<file path="src/u8d_pkg.sv">
// ----------------------------------------------------------------------------
// u8d_pkg
// Shared types and constants of the UTF-8 byte stream decoder.
// ----------------------------------------------------------------------------
package u8d_pkg;

	localparam int CP_W           = 21;
	localparam int U8D_FIFO_DEPTH = 4;
	localparam logic [CP_W-1:0] REPL_RESET = CP_W'(63);

	localparam logic [7:0] ASCII_MAX = 8'h7F;
	localparam logic [7:0] CONT_MAX  = 8'hBF;
	localparam logic [7:0] LEAD2_MAX = 8'hDF;
	localparam logic [7:0] LEAD3_MAX = 8'hEF;
	localparam logic [7:0] LEAD4_MAX = 8'hF7;

	typedef struct packed {
		logic [CP_W-1:0] cp;
		logic            repl;
		logic            last;
	} result_t;

	typedef struct packed {
		logic [1:0]      count;
		result_t         res1;
		result_t         res0;
		logic [CP_W-1:0] partial;
		logic [1:0]      pending;
	} decode_t;

endpackage

</file>
<file path="src/u8d_decode.sv">
// ----------------------------------------------------------------------------
// u8d_decode
// Byte classifier and sequence assembler: next state and up to two results.
// ----------------------------------------------------------------------------
module u8d_decode import u8d_pkg::*; (
	input  logic [7:0]      data_byte,
	input  logic            end_of_text,
	input  logic [CP_W-1:0] partial,
	input  logic [1:0]      pending,
	input  logic [CP_W-1:0] repl_char,
	output decode_t         dec
);

	result_t         res [2];
	logic [1:0]      n;
	logic [CP_W-1:0] pv;
	logic [1:0]      pc;
	logic [CP_W-1:0] shifted;

	assign shifted = {partial[CP_W-7:0], data_byte[5:0]};

	always_comb begin
		res[0] = '{cp: repl_char, repl: 1'b1, last: 1'b0};
		res[1] = '{cp: repl_char, repl: 1'b1, last: 1'b0};
		n  = 2'd0;
		pv = partial;
		pc = pending;

		if (data_byte inside {[8'h00:ASCII_MAX]}) begin
			if (pending != 2'd0) begin
				n  = 2'd1;
				pc = 2'd0;
			end
			res[n[0]] = '{cp: CP_W'(data_byte), repl: 1'b0, last: 1'b0};
			n = n + 2'd1;
		end else if (data_byte inside {[8'h80:CONT_MAX]}) begin
			if (pending != 2'd0) begin
				pv = shifted;
				pc = pending - 2'd1;
				if (pc == 2'd0) begin
					res[0] = '{cp: shifted, repl: 1'b0, last: 1'b0};
					n = 2'd1;
				end
			end else begin
				n = 2'd1;
			end
		end else if (data_byte inside {[8'hC0:LEAD2_MAX]}) begin
			pc = 2'd1;
			pv = CP_W'(data_byte[4:0]);
		end else if (data_byte inside {[8'hE0:LEAD3_MAX]}) begin
			pc = 2'd2;
			pv = CP_W'(data_byte[3:0]);
		end else if (data_byte inside {[8'hF0:LEAD4_MAX]}) begin
			pc = 2'd3;
			pv = CP_W'(data_byte[2:0]);
		end else begin
			n  = 2'd1;
			pc = 2'd0;
		end

		if (end_of_text) begin
			if (pc != 2'd0) begin
				res[n[0]] = '{cp: repl_char, repl: 1'b1, last: 1'b0};
				n = n + 2'd1;
			end
			pc = 2'd0;
			pv = '0;
		end

		if (n == 2'd1) res[0].last = 1'b1;
		if (n == 2'd2) res[1].last = 1'b1;

		dec.count   = n;
		dec.res0    = res[0];
		dec.res1    = res[1];
		dec.partial = pv;
		dec.pending = pc;
	end

endmodule

</file>
<file path="src/u8d_fifo.sv">
// ----------------------------------------------------------------------------
// u8d_fifo
// Result queue: takes up to two results per cycle, delivers one per transfer.
// ----------------------------------------------------------------------------
module u8d_fifo import u8d_pkg::*; #(
	parameter int DEPTH = U8D_FIFO_DEPTH
) (
	input  logic    clk,
	input  logic    arst_n,
	input  logic    push,
	input  decode_t dec,
	output logic    room2,
	output logic    out_valid,
	input  logic    out_ready,
	output result_t out_res
);

	localparam int PW = (DEPTH > 1) ? $clog2(DEPTH) : 1;
	localparam int CW = $clog2(DEPTH + 1);

	result_t       mem_q [DEPTH];
	logic [PW-1:0] wr_q, rd_q, wr1, wr2, wr_n;
	logic [CW-1:0] cnt_q;
	logic          pop;
	logic [1:0]    push_n;

	function automatic logic [PW-1:0] incr(input logic [PW-1:0] p);
		return (p == PW'(DEPTH - 1)) ? '0 : p + PW'(1);
	endfunction

	assign wr1       = incr(wr_q);
	assign wr2       = incr(wr1);
	assign push_n    = push ? dec.count : 2'd0;
	assign wr_n      = (push_n == 2'd2) ? wr2 : (push_n == 2'd1) ? wr1 : wr_q;
	assign out_valid = (cnt_q != '0);
	assign pop       = out_valid && out_ready;
	assign out_res   = mem_q[rd_q];
	assign room2     = (cnt_q <= CW'(DEPTH - 2));

	always_ff @(posedge clk) begin
		if (push_n != 2'd0) mem_q[wr_q] <= dec.res0;
		if (push_n == 2'd2) mem_q[wr1]  <= dec.res1;
	end

	always_ff @(posedge clk or negedge arst_n) begin
		if (!arst_n) begin
			wr_q  <= '0;
			rd_q  <= '0;
			cnt_q <= '0;
		end else begin
			wr_q  <= wr_n;
			if (pop) rd_q <= incr(rd_q);
			cnt_q <= cnt_q + CW'(push_n) - CW'(pop);
		end
	end

endmodule

</file>
<file path="src/u8d_apb.sv">
// ----------------------------------------------------------------------------
// u8d_apb
// APB register slave holding the replacement code point.
// ----------------------------------------------------------------------------
module u8d_apb import u8d_pkg::*; (
	input  logic            clk,
	input  logic            arst_n,
	input  logic            psel,
	input  logic            penable,
	input  logic            pwrite,
	input  logic [2:0]      paddr,
	input  logic [31:0]     pwdata,
	output logic [31:0]     prdata,
	output logic            pready,
	output logic [CP_W-1:0] repl_char
);

	logic [CP_W-1:0] repl_q;
	logic            sel0;

	assign sel0      = (paddr[2] == 1'b0);
	assign pready    = 1'b1;
	assign repl_char = repl_q;
	assign prdata    = sel0 ? 32'(repl_q) : 32'd0;

	always_ff @(posedge clk or negedge arst_n) begin
		if (!arst_n) begin
			repl_q <= REPL_RESET;
		end else if (psel && penable && pwrite && sel0) begin
			repl_q <= pwdata[CP_W-1:0];
		end
	end

endmodule

</file>
<file path="src/utf8_byte_stream_decoder_top.sv">
// ----------------------------------------------------------------------------
// utf8_byte_stream_decoder_top
// Path: byte register, decoder, then the result queue, which drives out_valid.
// Throughput: one byte per cycle while the queue has room for two results;
// a byte giving two results holds the output for two transfers, absorbed by
// the queue. Reset: clears sequence state and queue, repl char returns to '?'.
// ----------------------------------------------------------------------------
module utf8_byte_stream_decoder_top import u8d_pkg::*; #(
	parameter int FIFO_DEPTH = U8D_FIFO_DEPTH
) (
	input  logic            clk,
	input  logic            arst_n,
	input  logic            psel,
	input  logic            penable,
	input  logic            pwrite,
	input  logic [2:0]      paddr,
	input  logic [31:0]     pwdata,
	output logic [31:0]     prdata,
	output logic            pready,
	input  logic            in_valid,
	output logic            in_ready,
	input  logic [7:0]      data_byte,
	input  logic            end_of_text,
	output logic            out_valid,
	input  logic            out_ready,
	output logic [CP_W-1:0] code_point,
	output logic            is_replacement,
	output logic            last_of_run
);

	logic            valid_s1;
	logic [7:0]      byte_s1;
	logic            eot_s1;
	logic [CP_W-1:0] partial_q;
	logic [1:0]      pending_q;
	logic [CP_W-1:0] repl_char;
	decode_t         dec;
	logic            room2;
	logic            fire;
	result_t         out_res;

	u8d_apb u_apb (
		.clk       (clk),
		.arst_n    (arst_n),
		.psel      (psel),
		.penable   (penable),
		.pwrite    (pwrite),
		.paddr     (paddr),
		.pwdata    (pwdata),
		.prdata    (prdata),
		.pready    (pready),
		.repl_char (repl_char)
	);

	assign fire     = valid_s1 && room2;
	assign in_ready = !valid_s1 || fire;

	always_ff @(posedge clk) begin
		if (in_valid && in_ready) begin
			byte_s1 <= data_byte;
			eot_s1  <= end_of_text;
		end
	end

	always_ff @(posedge clk or negedge arst_n) begin
		if (!arst_n) begin
			valid_s1  <= 1'b0;
			partial_q <= '0;
			pending_q <= '0;
		end else begin
			if (in_valid && in_ready) valid_s1 <= 1'b1;
			else if (fire)            valid_s1 <= 1'b0;
			if (fire) begin
				partial_q <= dec.partial;
				pending_q <= dec.pending;
			end
		end
	end

	u8d_decode u_decode (
		.data_byte   (byte_s1),
		.end_of_text (eot_s1),
		.partial     (partial_q),
		.pending     (pending_q),
		.repl_char   (repl_char),
		.dec         (dec)
	);

	u8d_fifo #(
		.DEPTH (FIFO_DEPTH)
	) u_fifo (
		.clk       (clk),
		.arst_n    (arst_n),
		.push      (fire),
		.dec       (dec),
		.room2     (room2),
		.out_valid (out_valid),
		.out_ready (out_ready),
		.out_res   (out_res)
	);

	assign code_point     = out_res.cp;
	assign is_replacement = out_res.repl;
	assign last_of_run    = out_res.last;

endmodule
</file>
<file path="config.mk">
export PLATFORM = sky130hd
export DESIGN_NAME = utf8_byte_stream_decoder_top
export DESIGN_NICKNAME = d
export VERILOG_FILES = /design/src/u8d_pkg.sv /design/src/u8d_decode.sv /design/src/u8d_fifo.sv /design/src/u8d_apb.sv /design/src/utf8_byte_stream_decoder_top.sv
export SDC_FILE = /design/constraint.sdc
export NUM_CORES = 1
export LEC_CHECK = 0
export BUFFER_PORTS_ARGS = -buffer_cell sky130_fd_sc_hd__buf_2
export CORE_MARGIN = 10
export CORE_UTILIZATION = 45
export DETAILED_ROUTE_END_ITERATION = 8
export PLACE_DENSITY = 0.64
export SLEW_MARGIN = 20
export SYNTH_ARGS = -nofsm -noshare
export SYNTH_HDL_FRONTEND = slang
export SYNTH_HIERARCHICAL = 1
export SYNTH_SLANG_ARGS = --single-unit
</file>
<file path="constraint.sdc">
create_clock -name clk -period 4.65 [get_ports clk]
set_input_delay 0.6975 -clock clk [delete_from_list [all_inputs] [get_ports clk]]
set_output_delay 0.6975 -clock clk [all_outputs]
set_load 0.01 [all_outputs]
</file>
==> impl_metrics.env <==
export IMPL_status="finished clean"
export IMPL_cts_root_to_sink_buffers=2
export IMPL_gr_usage_all_layers_pct=16.5
export IMPL_max_slew_margin_rel_pct=33.6
export IMPL_power_total_uw=5770
export IMPL_cts_hold_buf=0
export IMPL_synthCells=576
export IMPL_worst_r2r_cell_count=9
export IMPL_final_max_slew_viol_count=0
export IMPL_detailedRoute_firstIterationViolations=321
export IMPL_grt_antenna_before_repair=0
export IMPL_rr_startpoint="byte_s1[5]"
export IMPL_setup_worst_path_class="reg -> reg"
export IMPL_pwr_dens_nw_per_um2=625
export IMPL_crit_start="byte_s1[5]"
export IMPL_critical_path_reg2reg_endpoint="u_fifo/mem_q[1][13]"
export IMPL_start_util_pct=45.6
export IMPL_arrival_ps=3340
export IMPL_rows=49
export IMPL_die_width_um=154
export IMPL_final_layout_size_suffix_gt1_share_pct=45.9
export IMPL_postLayoutSetupSlackWorst_ps=1480
export IMPL_drt_wl_total_um=19500
export IMPL_syn_to_final_growth_pct=13.6
export IMPL_worstPathRequired_ps=4820
export IMPL_synthesis_area_per_instance_um2=14.1
export IMPL_setup_worst_path_end_class="flip-flop"
export IMPL_final_min_clock_period_ps=3170
export IMPL_finalSetupTns_ps=0
export IMPL_max_cap_viol_count=0
export IMPL_place_gp_congestion=0.795
export IMPL_vdd_ir_drop_worst_uv=363
export IMPL_post_route_utilization_pct=51.8
export IMPL_worst_case_clock_skew_ps=6.20
export IMPL_chip_height_um=154
export IMPL_grt_first_pass_wirelength_um=30200
export IMPL_worstMarginPinSlew_ps=993
export IMPL_crit_path_start_kind="flip-flop"
export IMPL_postCtsSetupRepairBufs=0
export IMPL_dp_hpwl_um=12300
export IMPL_ctsRootBufferMaster="sky130_fd_sc_hd__clkbuf_16"
export IMPL_post_synth_instance_area_um2=8130
export IMPL_ctsResizeCount=0
export IMPL_fmax_mhz=316
export IMPL_report_final_setup_viol=0
export IMPL_total_nets_final=715
export IMPL_cp_max_fo=14
export IMPL_clk_pin_slew_worst_paths_ps=60
export IMPL_detailroute_via_count=4843
export IMPL_floorplan_core_area_um2=17800
export IMPL_ios=109
export IMPL_first_global_vias=5206
export IMPL_cts_buffers=17
export IMPL_yosys_warnings=6
export IMPL_post_route_drc_count=0
export IMPL_post_route_period_util_pct=68.1
export IMPL_io_buffer_count=83
export IMPL_grt_setup_unrepaired="false"
export IMPL_leakagePower_uw=0.00380
export IMPL_dp_worst_setup_slack_ps=1560
export IMPL_largest_net_degree_at_the_start_of_global_routing=47
export IMPL_h_tree_levels=4
export IMPL_hold_path_class="in -> async"
export IMPL_die_area_um2=23800
export IMPL_setup_reg_to_reg_worst_slack_ps=1480
export IMPL_antenna_diode_count=0
export IMPL_grt_overflow_total=0
export IMPL_cts_num_sinks=147
export IMPL_detail_route_vias_per_cell=5.43
export IMPL_antenna_violating_nets_remaining=0
export IMPL_finalHoldViolations=0
export IMPL_dr_pass1_iters=5
export IMPL_worstSkewPairLatency_ps=430
export IMPL_worst_setup_path_endpoint="u_fifo/mem_q[1][13]"
export IMPL_routed_wire_length_per_instance_um=21.9
export IMPL_cts_tree="done"
## worst min-delay path by stage
stage                           end  slack [ps]
detailed placement  u_fifo/cnt_q[0]         520
CTS                 u_fifo/cnt_q[0]         410
global route             byte_s1[5]         430
floorplan              partial_q[0]         400
global placement    u_fifo/cnt_q[0]         500
finish              u_fifo/cnt_q[0]         390
## per-layer routing
metal | vias up | GRT usage [%] | part of all wire, %
li1 | 2254 | - | -
met1 | 2436 | 20.1 | 42
met3 | 19 | 3.30 | 4.4
met5 | - | 0 | 0
met4 | 0 | 5.94 | 1.5
met2 | 134 | 28.1 | 52
## where the power goes
| part | total (uW) | internal [uW] | switching (uW) |
|---|---|---|---|
| Clock | 1420 | 850 | 575 |
| Combinational | 2250 | 1070 | 1180 |
| Sequential | 2100 | 1880 | 217 |
| Total | 5770 | 3800 | 1970 |
## cell type report
| class | instances | area, um^2 |
|---|---|---|
| inverter | 19 | 71.3 |
| clock inverter | 15 | 179 |
| tap | 229 | 287 |
| clock buffer | 17 | 425 |
| fill | 1537 | 8610 |
| sequential | 147 | 4190 |
| multi-input combinational | 373 | 3600 |
| timing repair buffer | 92 | 483 |
## registers in the layout, summed over array words and instances (netlist names)
register         cells
byte_s1              8
eot_s1               1
partial_q           15
pending_q            2
u_apb/repl_char     21
u_fifo/cnt_q         3
u_fifo/mem_q        92
u_fifo/rd_q          2
u_fifo/wr_q          2
valid_s1             1
## layout by cell type (no fill, tap or decap), types with 2 or more instances in the layout
cell type                      n
sky130_fd_sc_hd__dfrtp_1      40
sky130_fd_sc_hd__mux2_2      100
sky130_fd_sc_hd__o21ai_0      14
sky130_fd_sc_hd__mux2i_1       3
sky130_fd_sc_hd__bufinv_16     3
sky130_fd_sc_hd__mux2_4       37
sky130_fd_sc_hd__mux4_1        5
sky130_fd_sc_hd__nor2_2        3
sky130_fd_sc_hd__and2_1       16
sky130_fd_sc_hd__nand2b_1      2
sky130_fd_sc_hd__dfstp_2       6
sky130_fd_sc_hd__nor2_1        6
sky130_fd_sc_hd__nor2b_1      23
sky130_fd_sc_hd__buf_4         9
sky130_fd_sc_hd__nand4_1       2
sky130_fd_sc_hd__nand2_2       6
sky130_fd_sc_hd__clkbuf_16    17
sky130_fd_sc_hd__o221ai_1      2
sky130_fd_sc_hd__clkinv_2      2
sky130_fd_sc_hd__edfxtp_1    101
sky130_fd_sc_hd__buf_2        83
sky130_fd_sc_hd__mux4_2       18
sky130_fd_sc_hd__inv_6         6
sky130_fd_sc_hd__clkinvlp_4    3
sky130_fd_sc_hd__conb_1       12
sky130_fd_sc_hd__nand3b_1      3
sky130_fd_sc_hd__o21ai_4       4
sky130_fd_sc_hd__nand3_1       2
sky130_fd_sc_hd__a21oi_1      19
sky130_fd_sc_hd__inv_1        18
sky130_fd_sc_hd__xnor2_1       3
sky130_fd_sc_hd__o21a_1        2
sky130_fd_sc_hd__a22o_1       14
sky130_fd_sc_hd__clkinv_1      2
sky130_fd_sc_hd__ha_1         13
sky130_fd_sc_hd__nand2_1      48
## through the flow
step / area [um^2] / instances / hold slack, ps
final: 9240 / 892 / 387
after global routing: 9240 / 892 / 433
after CTS: 9230 / 892 / 406
after detailed placement: 8630 / 860 / 519
after global placement: 8630 / 860 / 504
after floorplan: 8170 / 586 / 402
## worst max-delay path: stages, from the launching register on
cell and delay [ps]:
sky130_fd_sc_hd__edfxtp_1 600, sky130_fd_sc_hd__nand2_1 190, sky130_fd_sc_hd__o2111ai_1 270, sky130_fd_sc_hd__and2_1 220, sky130_fd_sc_hd__o21a_1 120, sky130_fd_sc_hd__nand2_1 90
sky130_fd_sc_hd__ha_1 310, sky130_fd_sc_hd__nand2_2 360, sky130_fd_sc_hd__buf_4 360, sky130_fd_sc_hd__mux2_2 380
Note: power is estimated with default switching activity, not from simulation.
